### src/hdl/bvfm_pkg.sv
// ----------------------------------------------------------------------------
// Bus voltage fault monitor package
// Shared types, register indexes, fault codes and reset values.
// ----------------------------------------------------------------------------
`timescale 1ns / 1ps

package bvfm_pkg;

    localparam int REG_W     = 16;
    localparam int VOLT_W    = 16;
    localparam int ACC_W     = 24;
    localparam int CFG_IDX_W = 3;
    localparam int CODE_W    = 2;

    localparam logic [CFG_IDX_W-1:0] CFG_VOLTS_PER_COUNT  = 3'd0;
    localparam logic [CFG_IDX_W-1:0] CFG_FILTER_ALPHA     = 3'd1;
    localparam logic [CFG_IDX_W-1:0] CFG_HARD_OV_LEVEL    = 3'd2;
    localparam logic [CFG_IDX_W-1:0] CFG_OV_LEVEL         = 3'd3;
    localparam logic [CFG_IDX_W-1:0] CFG_UV_LEVEL         = 3'd4;
    localparam logic [CFG_IDX_W-1:0] CFG_HARD_CONFIRM     = 3'd5;
    localparam logic [CFG_IDX_W-1:0] CFG_OV_CONFIRM       = 3'd6;
    localparam logic [CFG_IDX_W-1:0] CFG_UV_CONFIRM       = 3'd7;

    localparam logic [REG_W-1:0] RST_VOLTS_PER_COUNT = 16'd256;
    localparam logic [REG_W-1:0] RST_FILTER_ALPHA    = 16'd3277;
    localparam logic [REG_W-1:0] RST_HARD_OV_LEVEL   = 16'd15360;
    localparam logic [REG_W-1:0] RST_OV_LEVEL        = 16'd14336;
    localparam logic [REG_W-1:0] RST_UV_LEVEL        = 16'd2048;
    localparam logic [REG_W-1:0] RST_HARD_CONFIRM    = 16'd2;
    localparam logic [REG_W-1:0] RST_OV_CONFIRM      = 16'd200;
    localparam logic [REG_W-1:0] RST_UV_CONFIRM      = 16'd2000;

    localparam logic [CODE_W-1:0] FAULT_NONE  = 2'd0;
    localparam logic [CODE_W-1:0] FAULT_OVER  = 2'd1;
    localparam logic [CODE_W-1:0] FAULT_UNDER = 2'd2;

    typedef enum logic [2:0] {
        ST_IDLE,
        ST_SCALE,
        ST_FILTER,
        ST_ACCUM,
        ST_DECIDE
    } state_t;

    typedef struct packed {
        logic [REG_W-1:0] volts_per_count;
        logic [REG_W-1:0] filter_alpha;
        logic [REG_W-1:0] hard_ov_level;
        logic [REG_W-1:0] ov_level;
        logic [REG_W-1:0] uv_level;
        logic [REG_W-1:0] hard_confirm;
        logic [REG_W-1:0] ov_confirm;
        logic [REG_W-1:0] uv_confirm;
    } cfg_t;

    typedef struct packed {
        logic load;
        logic scale;
        logic filter;
        logic accum;
        logic decide;
    } cmd_t;

endpackage

### src/hdl/bvfm_cfg_regs.sv
// ----------------------------------------------------------------------------
// Bus voltage fault monitor configuration registers
// Eight 16-bit write-only registers loaded from the configuration port.
// ----------------------------------------------------------------------------
`timescale 1ns / 1ps

module bvfm_cfg_regs (
    input  logic                           clk,
    input  logic                           rst_n,
    input  logic                           cfg_write_enable,
    input  logic [bvfm_pkg::CFG_IDX_W-1:0] cfg_index,
    input  logic [bvfm_pkg::REG_W-1:0]     cfg_data,
    output bvfm_pkg::cfg_t                 cfg
);

    bvfm_pkg::cfg_t cfg_reg;
    bvfm_pkg::cfg_t cfg_next;

    always_comb
    begin
        cfg_next = cfg_reg;
        if (cfg_write_enable)
        begin
            case (cfg_index)
                bvfm_pkg::CFG_VOLTS_PER_COUNT: cfg_next.volts_per_count = cfg_data;
                bvfm_pkg::CFG_FILTER_ALPHA:    cfg_next.filter_alpha    = cfg_data;
                bvfm_pkg::CFG_HARD_OV_LEVEL:   cfg_next.hard_ov_level   = cfg_data;
                bvfm_pkg::CFG_OV_LEVEL:        cfg_next.ov_level        = cfg_data;
                bvfm_pkg::CFG_UV_LEVEL:        cfg_next.uv_level        = cfg_data;
                bvfm_pkg::CFG_HARD_CONFIRM:    cfg_next.hard_confirm    = cfg_data;
                bvfm_pkg::CFG_OV_CONFIRM:      cfg_next.ov_confirm      = cfg_data;
                bvfm_pkg::CFG_UV_CONFIRM:      cfg_next.uv_confirm      = cfg_data;
                default:                       cfg_next = cfg_reg;
            endcase
        end
    end

    always_ff @(posedge clk or negedge rst_n)
    begin
        if (!rst_n)
        begin
            cfg_reg.volts_per_count <= bvfm_pkg::RST_VOLTS_PER_COUNT;
            cfg_reg.filter_alpha    <= bvfm_pkg::RST_FILTER_ALPHA;
            cfg_reg.hard_ov_level   <= bvfm_pkg::RST_HARD_OV_LEVEL;
            cfg_reg.ov_level        <= bvfm_pkg::RST_OV_LEVEL;
            cfg_reg.uv_level        <= bvfm_pkg::RST_UV_LEVEL;
            cfg_reg.hard_confirm    <= bvfm_pkg::RST_HARD_CONFIRM;
            cfg_reg.ov_confirm      <= bvfm_pkg::RST_OV_CONFIRM;
            cfg_reg.uv_confirm      <= bvfm_pkg::RST_UV_CONFIRM;
        end
        else
        begin
            cfg_reg <= cfg_next;
        end
    end

    assign cfg = cfg_reg;

endmodule

### src/hdl/bvfm_ctrl.sv
// ----------------------------------------------------------------------------
// Bus voltage fault monitor controller
// Sequences scale, filter, accumulate and decide steps; owns both handshakes.
// ----------------------------------------------------------------------------
`timescale 1ns / 1ps

module bvfm_ctrl (
    input  logic           clk,
    input  logic           rst_n,
    input  logic           sample_valid,
    output logic           sample_stall,
    output logic           result_valid,
    input  logic           result_stall,
    output bvfm_pkg::cmd_t cmd
);

    bvfm_pkg::state_t state_reg;
    bvfm_pkg::state_t state_next;
    logic             result_valid_reg;
    logic             result_valid_next;
    logic             out_free;

    assign out_free = !result_valid_reg || !result_stall;

    always_comb
    begin
        state_next   = state_reg;
        sample_stall = 1'b1;
        cmd          = '0;
        case (state_reg)
            bvfm_pkg::ST_IDLE:
            begin
                sample_stall = 1'b0;
                cmd.load     = sample_valid;
                if (sample_valid)
                    state_next = bvfm_pkg::ST_SCALE;
            end
            bvfm_pkg::ST_SCALE:
            begin
                cmd.scale  = 1'b1;
                state_next = bvfm_pkg::ST_FILTER;
            end
            bvfm_pkg::ST_FILTER:
            begin
                cmd.filter = 1'b1;
                state_next = bvfm_pkg::ST_ACCUM;
            end
            bvfm_pkg::ST_ACCUM:
            begin
                cmd.accum  = 1'b1;
                state_next = bvfm_pkg::ST_DECIDE;
            end
            bvfm_pkg::ST_DECIDE:
            begin
                // take the next request while the result register loads
                if (out_free)
                begin
                    cmd.decide   = 1'b1;
                    sample_stall = 1'b0;
                    cmd.load     = sample_valid;
                    state_next   = sample_valid ? bvfm_pkg::ST_SCALE : bvfm_pkg::ST_IDLE;
                end
            end
            default:
            begin
                state_next = bvfm_pkg::ST_IDLE;
            end
        endcase
    end

    always_comb
    begin
        result_valid_next = result_valid_reg;
        if (cmd.decide)
            result_valid_next = 1'b1;
        else if (!result_stall)
            result_valid_next = 1'b0;
    end

    always_ff @(posedge clk or negedge rst_n)
    begin
        if (!rst_n)
        begin
            state_reg        <= bvfm_pkg::ST_IDLE;
            result_valid_reg <= 1'b0;
        end
        else
        begin
            state_reg        <= state_next;
            result_valid_reg <= result_valid_next;
        end
    end

    assign result_valid = result_valid_reg;

endmodule

### src/hdl/bvfm_confirm.sv
// ----------------------------------------------------------------------------
// Bus voltage fault monitor confirm counter step
// Saturating debounce count with limit capped to the counter range.
// ----------------------------------------------------------------------------
`timescale 1ns / 1ps

module bvfm_confirm #(
    parameter int COUNTER_WIDTH = 16
) (
    input  logic [COUNTER_WIDTH-1:0]   count,
    input  logic                       cond,
    input  logic [bvfm_pkg::REG_W-1:0] limit,
    output logic [COUNTER_WIDTH-1:0]   count_next,
    output logic                       hit
);

    localparam int LW = (COUNTER_WIDTH > bvfm_pkg::REG_W) ? COUNTER_WIDTH : bvfm_pkg::REG_W;
    localparam logic [COUNTER_WIDTH-1:0] CMAX = {COUNTER_WIDTH{1'b1}};

    logic [LW-1:0]            limit_ext;
    logic [LW-1:0]            cmax_ext;
    logic [COUNTER_WIDTH-1:0] cap;

    assign limit_ext = LW'(limit);
    assign cmax_ext  = LW'(CMAX);
    assign cap       = (limit_ext < cmax_ext) ? COUNTER_WIDTH'(limit) : CMAX;

    always_comb
    begin
        if (!cond)
            count_next = '0;
        else if (count < cap)
            count_next = count + COUNTER_WIDTH'(1);
        else
            count_next = count;
        hit = cond && (count_next >= cap);
    end

endmodule

### src/hdl/bvfm_datapath.sv
// ----------------------------------------------------------------------------
// Bus voltage fault monitor datapath
// Scale multiply, low-pass filter multiply and clamp, confirm counters, result.
// ----------------------------------------------------------------------------
`timescale 1ns / 1ps

module bvfm_datapath #(
    parameter int SAMPLE_WIDTH  = 16,
    parameter int COUNTER_WIDTH = 16
) (
    input  logic                          clk,
    input  logic                          rst_n,
    input  bvfm_pkg::cmd_t                cmd,
    input  bvfm_pkg::cfg_t                cfg,
    input  logic [15:0]                   raw_sample,
    input  logic                          monitoring_active,
    input  logic                          fault_present,
    output logic [bvfm_pkg::VOLT_W-1:0]   bus_voltage,
    output logic [bvfm_pkg::VOLT_W-1:0]   filtered_voltage,
    output logic [bvfm_pkg::CODE_W-1:0]   fault_code
);

    localparam int VW = bvfm_pkg::VOLT_W;
    localparam int AW = bvfm_pkg::ACC_W;
    localparam int CW = COUNTER_WIDTH;
    localparam logic [15:0] RAW_MASK = (SAMPLE_WIDTH >= 16) ? 16'hFFFF :
                                       16'((32'd1 << SAMPLE_WIDTH) - 32'd1);
    localparam logic [AW-1:0] ACC_MAX = {AW{1'b1}};

    // input request
    logic [15:0] raw_reg;
    logic        active_reg;
    logic        present_reg;

    // scale and filter
    logic [31:0]        prod_reg;
    logic [VW-1:0]      bus_reg;
    logic [VW-1:0]      bus_next;
    logic [32:0]        bus_round;
    logic signed [AW:0] diff;
    logic signed [41:0] step_reg;
    logic signed [41:0] step_next;
    logic signed [42:0] step_biased;
    logic signed [26:0] step_shift;
    logic signed [26:0] acc_sum;
    logic [AW-1:0]      acc_reg;
    logic [AW-1:0]      acc_next;

    // decide
    logic [AW:0]        filt_round;
    logic [VW-1:0]      filt;
    logic [CW-1:0]      hard_reg, over_reg, under_reg;
    logic [CW-1:0]      hard_next, over_next, under_next;
    logic [CW-1:0]      hard_step, over_step, under_step;
    logic               hard_hit, over_hit, under_hit;
    logic [bvfm_pkg::CODE_W-1:0] code;

    // result register
    logic [VW-1:0]      bus_out_reg;
    logic [VW-1:0]      filt_out_reg;
    logic [bvfm_pkg::CODE_W-1:0] code_out_reg;

    assign bus_round = 33'(prod_reg) + 33'd128;
    assign bus_next  = (|bus_round[32:24]) ? {VW{1'b1}} : bus_round[23:8];
    assign diff      = $signed({1'b0, bus_next, 8'b0}) - $signed({1'b0, acc_reg});
    assign step_next = 42'(diff * $signed({1'b0, cfg.filter_alpha}));

    assign step_biased = 43'(step_reg) + 43'sd32768;
    assign step_shift  = 27'(step_biased >>> 16);
    assign acc_sum     = $signed({3'b0, acc_reg}) + step_shift;

    always_comb
    begin
        if (acc_sum < 0)
            acc_next = '0;
        else if (acc_sum > $signed({3'b0, ACC_MAX}))
            acc_next = ACC_MAX;
        else
            acc_next = acc_sum[AW-1:0];
    end

    assign filt_round = (AW + 1)'(acc_reg) + (AW + 1)'(128);
    assign filt       = filt_round[AW] ? {VW{1'b1}} : filt_round[AW-1:8];

    bvfm_confirm #(.COUNTER_WIDTH(CW)) u_hard (
        .count      (hard_reg),
        .cond       (bus_reg >= cfg.hard_ov_level),
        .limit      (cfg.hard_confirm),
        .count_next (hard_step),
        .hit        (hard_hit)
    );

    bvfm_confirm #(.COUNTER_WIDTH(CW)) u_over (
        .count      (over_reg),
        .cond       (filt >= cfg.ov_level),
        .limit      (cfg.ov_confirm),
        .count_next (over_step),
        .hit        (over_hit)
    );

    bvfm_confirm #(.COUNTER_WIDTH(CW)) u_under (
        .count      (under_reg),
        .cond       (filt <= cfg.uv_level),
        .limit      (cfg.uv_confirm),
        .count_next (under_step),
        .hit        (under_hit)
    );

    always_comb
    begin
        hard_next  = hard_reg;
        over_next  = over_reg;
        under_next = under_reg;
        code       = bvfm_pkg::FAULT_NONE;
        if (!active_reg)
        begin
            hard_next  = '0;
            over_next  = '0;
            under_next = '0;
        end
        else if (!present_reg)
        begin
            hard_next = hard_step;
            if (hard_hit)
            begin
                code = bvfm_pkg::FAULT_OVER;
            end
            else
            begin
                over_next  = over_step;
                under_next = under_step;
                if (over_hit)
                    code = bvfm_pkg::FAULT_OVER;
                else if (under_hit)
                    code = bvfm_pkg::FAULT_UNDER;
            end
        end
    end

    always_ff @(posedge clk)
    begin
        if (cmd.load)
        begin
            raw_reg     <= raw_sample & RAW_MASK;
            active_reg  <= monitoring_active;
            present_reg <= fault_present;
        end
        if (cmd.scale)
            prod_reg <= 32'(raw_reg) * 32'(cfg.volts_per_count);
        if (cmd.filter)
        begin
            bus_reg  <= bus_next;
            step_reg <= step_next;
        end
        if (cmd.decide)
        begin
            bus_out_reg  <= bus_reg;
            filt_out_reg <= filt;
            code_out_reg <= code;
        end
    end

    always_ff @(posedge clk or negedge rst_n)
    begin
        if (!rst_n)
        begin
            acc_reg   <= '0;
            hard_reg  <= '0;
            over_reg  <= '0;
            under_reg <= '0;
        end
        else
        begin
            if (cmd.accum)
                acc_reg <= acc_next;
            if (cmd.decide)
            begin
                hard_reg  <= hard_next;
                over_reg  <= over_next;
                under_reg <= under_next;
            end
        end
    end

    assign bus_voltage      = bus_out_reg;
    assign filtered_voltage = filt_out_reg;
    assign fault_code       = code_out_reg;

endmodule

### src/hdl/bus_voltage_fault_monitor.sv
// ----------------------------------------------------------------------------
// Bus voltage fault monitor
// Scales a raw bus sample to volts, low-pass filters it and debounces hard
// overvoltage, overvoltage and undervoltage conditions into a fault code.
// ----------------------------------------------------------------------------
// A sample is accepted, while results are drained, once per pass of the four-step
// sequencer: scale multiply, filter multiply, accumulate and clamp, then the
// confirm counters and result load, after which result valid is registered;
// the next sample is accepted during that last step. A stalled result holds
// the decide step until the result register frees. Configuration must be
// written only while the block is idle; the block itself does not enforce it.
`timescale 1ns / 1ps

module bus_voltage_fault_monitor #(
    parameter int SAMPLE_WIDTH  = 16,
    parameter int COUNTER_WIDTH = 16
) (
    input  logic                           clk,
    input  logic                           rst_n,
    input  logic                           sample_valid,
    output logic                           sample_stall,
    input  logic [15:0]                    raw_sample,
    input  logic                           monitoring_active,
    input  logic                           fault_present,
    output logic                           result_valid,
    input  logic                           result_stall,
    output logic [bvfm_pkg::VOLT_W-1:0]    bus_voltage,
    output logic [bvfm_pkg::VOLT_W-1:0]    filtered_voltage,
    output logic [bvfm_pkg::CODE_W-1:0]    fault_code,
    input  logic                           cfg_write_enable,
    input  logic [bvfm_pkg::CFG_IDX_W-1:0] cfg_index,
    input  logic [bvfm_pkg::REG_W-1:0]     cfg_data
);

    bvfm_pkg::cfg_t cfg;
    bvfm_pkg::cmd_t cmd;

    bvfm_cfg_regs u_cfg (
        .clk              (clk),
        .rst_n            (rst_n),
        .cfg_write_enable (cfg_write_enable),
        .cfg_index        (cfg_index),
        .cfg_data         (cfg_data),
        .cfg              (cfg)
    );

    bvfm_ctrl u_ctrl (
        .clk          (clk),
        .rst_n        (rst_n),
        .sample_valid (sample_valid),
        .sample_stall (sample_stall),
        .result_valid (result_valid),
        .result_stall (result_stall),
        .cmd          (cmd)
    );

    bvfm_datapath #(
        .SAMPLE_WIDTH  (SAMPLE_WIDTH),
        .COUNTER_WIDTH (COUNTER_WIDTH)
    ) u_dp (
        .clk               (clk),
        .rst_n             (rst_n),
        .cmd               (cmd),
        .cfg               (cfg),
        .raw_sample        (raw_sample),
        .monitoring_active (monitoring_active),
        .fault_present     (fault_present),
        .bus_voltage       (bus_voltage),
        .filtered_voltage  (filtered_voltage),
        .fault_code        (fault_code)
    );

endmodule

### config.mk
export PLATFORM = sky130hd
export DESIGN_NAME = bus_voltage_fault_monitor
export DESIGN_NICKNAME = d
export VERILOG_FILES = /design/src/hdl/bvfm_pkg.sv /design/src/hdl/bvfm_cfg_regs.sv /design/src/hdl/bvfm_ctrl.sv /design/src/hdl/bvfm_confirm.sv /design/src/hdl/bvfm_datapath.sv /design/src/hdl/bus_voltage_fault_monitor.sv
export SDC_FILE = /design/constraint.sdc
export NUM_CORES = 2
export LEC_CHECK = 0
export BUFFER_PORTS_ARGS = -buffer_cell sky130_fd_sc_hd__buf_2
export CORE_AREA = 2 2 291 293
export DETAILED_ROUTE_END_ITERATION = 10
export DIE_AREA = 0 0 293 295
export GPL_TIMING_DRIVEN = 0
export PLACE_DENSITY_LB_ADDON = 0.08
export SKIP_LAST_GASP = 1
export SLEW_MARGIN = 40
export SYNTH_ARGS = -nofsm -noshare
export SYNTH_HDL_FRONTEND = slang
export SYNTH_SLANG_ARGS = --single-unit
### constraint.sdc
create_clock -name clk -period 20.4 [get_ports clk]
set_input_delay 4.08 -clock clk [delete_from_list [all_inputs] [get_ports clk]]
set_output_delay 4.08 -clock clk [all_outputs]
set_load 0.01 [all_outputs]
==> Word level (Yosys, flattened, before mapping) <==
Index checks and enable logic that the tools add are counted.
{ "totals": {"ff_bits": 346, "input_bits": 42, "output_inout_bits": 36, "wordCells": 126} }
{ "classes": {"add_sub_neg": 8, "mul": 2, "n_lt_le_gt_ge": 14, "eq_ne": 16, "mux": 39, "bitwise": 1, "reduce_logical": 22} }
{ "ops": {"columns": ["cell", "count"], "rows": [
  ["$mux 16", 19],
  ["$ge 16x16->1", 5],
  ["$add 16x1->16 const B", 3],
  ["$lt 16x16->1", 3],
  ["$lt 16x16->1 const B", 3],
  ["$mux 24", 2],
  ["$add 42x17->43 const B", 1],
  ["$mul 25x17->42", 1],
  ["$add 32x8->33 const B", 1],
  ["$mul 16x16->32", 1],
  ["$add 25x27->27", 1],
  ["$gt 27x25->1 const B", 1],
  ["$lt 27x1->1 const B", 1],
  ["$add 24x8->25 const B", 1],
  ["$sub 24x24->25", 1],
  ["$reduce_and 2->1", 10],
  ["$le 16x16->1", 1],
  ["$eq 3x3->1 const B", 5],
  ["$pmux 3 s5", 1],
  ["$eq 3x2->1 const B", 4],
  ["$mux 1", 12],
  ["$reduce_or 9->1", 1],
  ["$eq 3x1->1 const B", 2],
  ["$logic_not 3->1", 2],
  ["other kinds (12)", 20]
]} }

==> Longest topological paths before layout <==
{ "logic_depth": {"depth_word": 10, "mapped_depth": 46, "mapped_depth_nobuf": 43} }

==> Modules after synthesis <==
Synthesis repeated with hierarchy kept, for this count alone.
{ "unflattened": {"hier_cells": 4345, "area_unflattened_um2": 41656.2} }
{ "modules_own_cells": {"columns": ["mod", "n_inst", "cells_per_inst", "area_per_inst_um2", "seq_area_each_um2"], "rows": [
  ["bvfm_datapath", 1, 3549, 32935.3, 5405.2],
  ["bvfm_cfg_regs", 1, 279, 4947.2, 3235.6],
  ["bvfm_confirm", 3, 165, 1181.1, 0.0],
  ["bvfm_ctrl", 1, 22, 230.2, 100.1]
]} }

==> Worst setup path after synthesis <==
Ideal clock, no wire load.
{ "synth_timing": {"path_type": "reg2reg", "from": "reg u_dp.prod_reg[13]", "to": "reg u_dp.step_reg[41], data pin", "setup_ns": 0.260, "arrival_time_ns": 9.791, "required_ns": 20.140, "slack_ns": 10.350, "stages_incl_launch_ff": 42, "path_buffers": 3, "synth_period_minus_slack_ns": 10.050, "cell_sequence": "edfxtp_1 > and3_1 > and3_1 > nand3_1 > nor2b_1 > and3_1 > nand4_1 > or2_2 > mux2i_1 > and3_1 > clkbuf_1 > clkbuf_1 > nand2_1 > ha_1 > a21o_1 > a21oi_1 > o21ai_1 > a211oi_1 > [6 not listed] > nand2_1 > fa_1 > fa_1 > inv_1 > fa_1 > fa_1 > fa_1 > inv_1 > fa_1 > inv_1 > ha_1 > a21o_1 > a21o_1 > a21oi_1 > nand2_1 > a211o_1 > a21oi_1 > xnor2_1"} }
{ "synth_via": {"elab_chain_cells": 5} }
{ "synth_lines": {"columns": ["item", "line_no", "text"], "rows": [
  ["start, declared", "bvfm_datapath.sv:36", "logic [31:0] prod_reg;"],
  ["start signal, assigned", "bvfm_datapath.sv:149", "prod_reg <= 32'(raw_reg) * 32'(cfg.volts_per_count);"],
  ["$add 32x8->33", "bvfm_datapath.sv:63", "assign bus_round = 33'(prod_reg) + 33'd128;"],
  ["$reduce_or 9->1", "bvfm_datapath.sv:64", "assign bus_next = (|bus_round[32:24]) ? {VW{1'b1}} : bus_round[23:8];"],
  ["$mux 16", "bvfm_datapath.sv:64", null],
  ["named net u_dp.bus_next[2]", "bvfm_datapath.sv:38", "logic [VW-1:0] bus_next;"],
  ["$sub 24x24->25", "bvfm_datapath.sv:65", "assign diff = $signed({1'b0, bus_next, 8'b0}) - $signed({1'b0, acc_reg});"],
  ["$mul 25x17->42", "bvfm_datapath.sv:66", "assign step_next = 42'(diff * $signed({1'b0, cfg.filter_alpha}));"],
  ["named net u_dp.step_next[41]", "bvfm_datapath.sv:42", "logic signed [41:0] step_next;"],
  ["end signal, assigned", "bvfm_datapath.sv:153", "step_reg <= step_next;"],
  ["end, declared", "bvfm_datapath.sv:41", "logic signed [41:0] step_reg;"]
]} }
The timed path passes the listed nets, and every way through them passes these cells.
A chain may end at the register's enable or synchronous reset.

==> Worst setup path in the final report <==
{ "layout_timing": {"from": "reg u_dp.prod_reg[13]", "to": "reg u_dp.step_reg[34], data pin"} }
Same word-level chain as after synthesis.

==> reports/metrics.cfg <==
[placement]
gp_congestion = 0.893
dpl.hpwl_microns = 92100
portBuffers = 73

[die]
start_util_pct = 49.8
fp.dieH_microns = 295
pin_count = 78
std_cell_rows = 106
coreArea_sq_um = 83200
die-area_sq_um = 86400
die_w_microns = 293

[yosys]
syn_area_sq_um = 41400
synth_cell_types = 79
ys_seq_area_share_pct = 21.1
yosys_warnings = 0
synth-edff-count = 120
async_reset_ff_share_pct = 63.0
synth_nets = 5401
synthFlopType = dfrtp_1
ys_seq_elements = 324
syn_area_per_cell_sq_um = 9.45
synthCells = 4386

[final_layout]
layout.nets = 5531
n_fill_cell = 7674
area_growth_pct = 7.82
largest_register_ffs = 128
layout-drive-gt1-share_pct = 7.52
multi_input_area_sq_um = 29000
regArea_sq_um = 8740

[timing]
tightest_slew_ns = 0.973
final.setup_skew_ns = 0.0490
rsz0062_at_grt = no
drv_slew = 0
tns_ns = 0
post-route-period-util_pct = 61.9
slew_headroom_pct = 34.7
setup_viol = 0
final_hold_viol_count = 0
fmax_mhz = 79.1
final.min_clock_period_ns = 12.64

[route]
first_pass_iters = 7
antenna_left = 0
viasPerCell = 5.43
wl_per_cell_microns = 20.7
drtIter0Drc = 1964
wl_met1_microns = 52800
postRouteWirelength_microns = 116000
route.met2.wl_microns = 51900
wl_met3_microns = 7770
route.detailed.drc = 0
routed.top_layer = met4
vias = 30600

[clocking]
cts_sinks = 324
cts_buffers = 41
clkSlewWorstSetupHoldPaths_ns = 0.06
cts_setup_buffers = 0
cts_resized = 0
cts_tree = done
insertion_delay_ns = 0.60
cts_max_level = 2
clock-root-buffer = clkbuf_16
clock_path_buffers = 3
hold_buffers = 0

[setup_path]
critPathRequiredTime_ns = 20.69
worst_path_max_delay_cell = a41oi_1
end_kind = flip-flop
cpMostUsedCell = fa_1
worstPathMaxFanout = 10
cp-start-kind = flip-flop
worst-path-buf-inv = 5
critical_path.top_delay_family = adder cells
max_stage_delay_ns = 0.67
path_class = flip-flop to flip-flop
rrSetupSlack_ns = 7.76
cp.arrival_ns = 12.92

[grt]
grt.total_usage_pct = 28.0
grt_pass1_wl_microns = 184000
grt-ovfl-total = 0
grt_pass1_vias = 31400
grt_start_max_net_pins = 72
antenna_found_initial = 9

[run_status]
status = completed

[flow_run]
max_cap_viol_count = 0

[hold_path]
hp-class = flip-flop to flip-flop

## logic make-up after synthesis
kind of cell / count (synthesis) / share of synthesized area (%)
compound gates: 515 / 8.26
simple gates: 1300 / 15.1
xor+xnor: 172 / 3.63
fa+ha+maj: 973 / 39.9
mux: 109 / 2.93
buf+inv: 993 / 9.02
flops: 324 / 21.1
## synthesized netlist by cell type (all sizes together), types with 45 or more instances
library cell  count  area share [%]
inv             843             7.6
nand2           613             5.6
fa              583              28
ha              390              12
and2            279             4.2
dfrtp           178              11
clkbuf          144             1.3
o21ai           138             1.7
xnor2           123             2.6
edfxtp          120             8.7
a21oi           119             1.4
nor2            113             1.0
mux2             98             2.7
a21o             85             1.5
nand3            62            0.75
xor2             49             1.0
nand4            45            0.68
## layout by cell type, fill, tap and decap left out, drive strengths merged, types with 98 or more instances in the layout
cell type and count:
fa 583, ha 390, nor2 113, nand2 613
inv 844, xnor2 123, edfxtp 120, mux2 98
a21oi 119, dfrtp 178, o21ai 138, clkbuf 198
and2 279
## final timing paths
path                                   start             endpoint  cells past startpoint
min                          u_dp.bus_reg[5]  u_dp.bus_voltage[5]                      0
min in group asynchronous              rst_n        u_cfg.cfg[17]                      1
max in group asynchronous              rst_n        u_cfg.cfg[96]                      3
min reg2reg                  u_dp.bus_reg[5]  u_dp.bus_voltage[5]                      0
max reg2reg                u_dp.prod_reg[13]    u_dp.step_reg[34]                     38
max                        u_dp.prod_reg[13]    u_dp.step_reg[34]                     38
## stage by stage
stage / setup slack, ns / util [%] / cells / hold WS (ns) / area [sq um]
finish: 7.76 / 53.7 / 5630 / 0.461 / 44700
global route: 7.14 / 53.7 / 5629 / 0.482 / 44700
CTS: 7.92 / 53.7 / 5629 / 0.461 / 44700
detailed placement: 8.01 / 52.2 / 5553 / 0.443 / 43400
global placement: 8.04 / 51.9 / 5539 / 0.441 / 43200
floorplan: 10.35 / - / 4386 / 0.426 / 41400
## final cells by class
type                            instances  share of cell area, %
Sequential cell                       324                   19.6
Timing Repair Buffer                   87                   1.19
Clock inverter                         22                  0.370
Inverter                              843                   7.09
Tap cell                             1080                   3.02
Clock buffer                           54                   2.49
Buffer                                150                   1.29
Multi-Input combinational cell       3069                   65.0
Antenna cell                            1                0.00560
## routing by layer
metal / GRT usage (%) / up-vias
met2: 43.8 / 887
met5: 0 / -
met4: 8.59 / 0
met1: 40.3 / 15300
met3: 4.29 / 196
li1: - / 14200
Power is not shown: default switching activity piles up to over one toggle a cycle in this logic, so the estimate is an artifact.
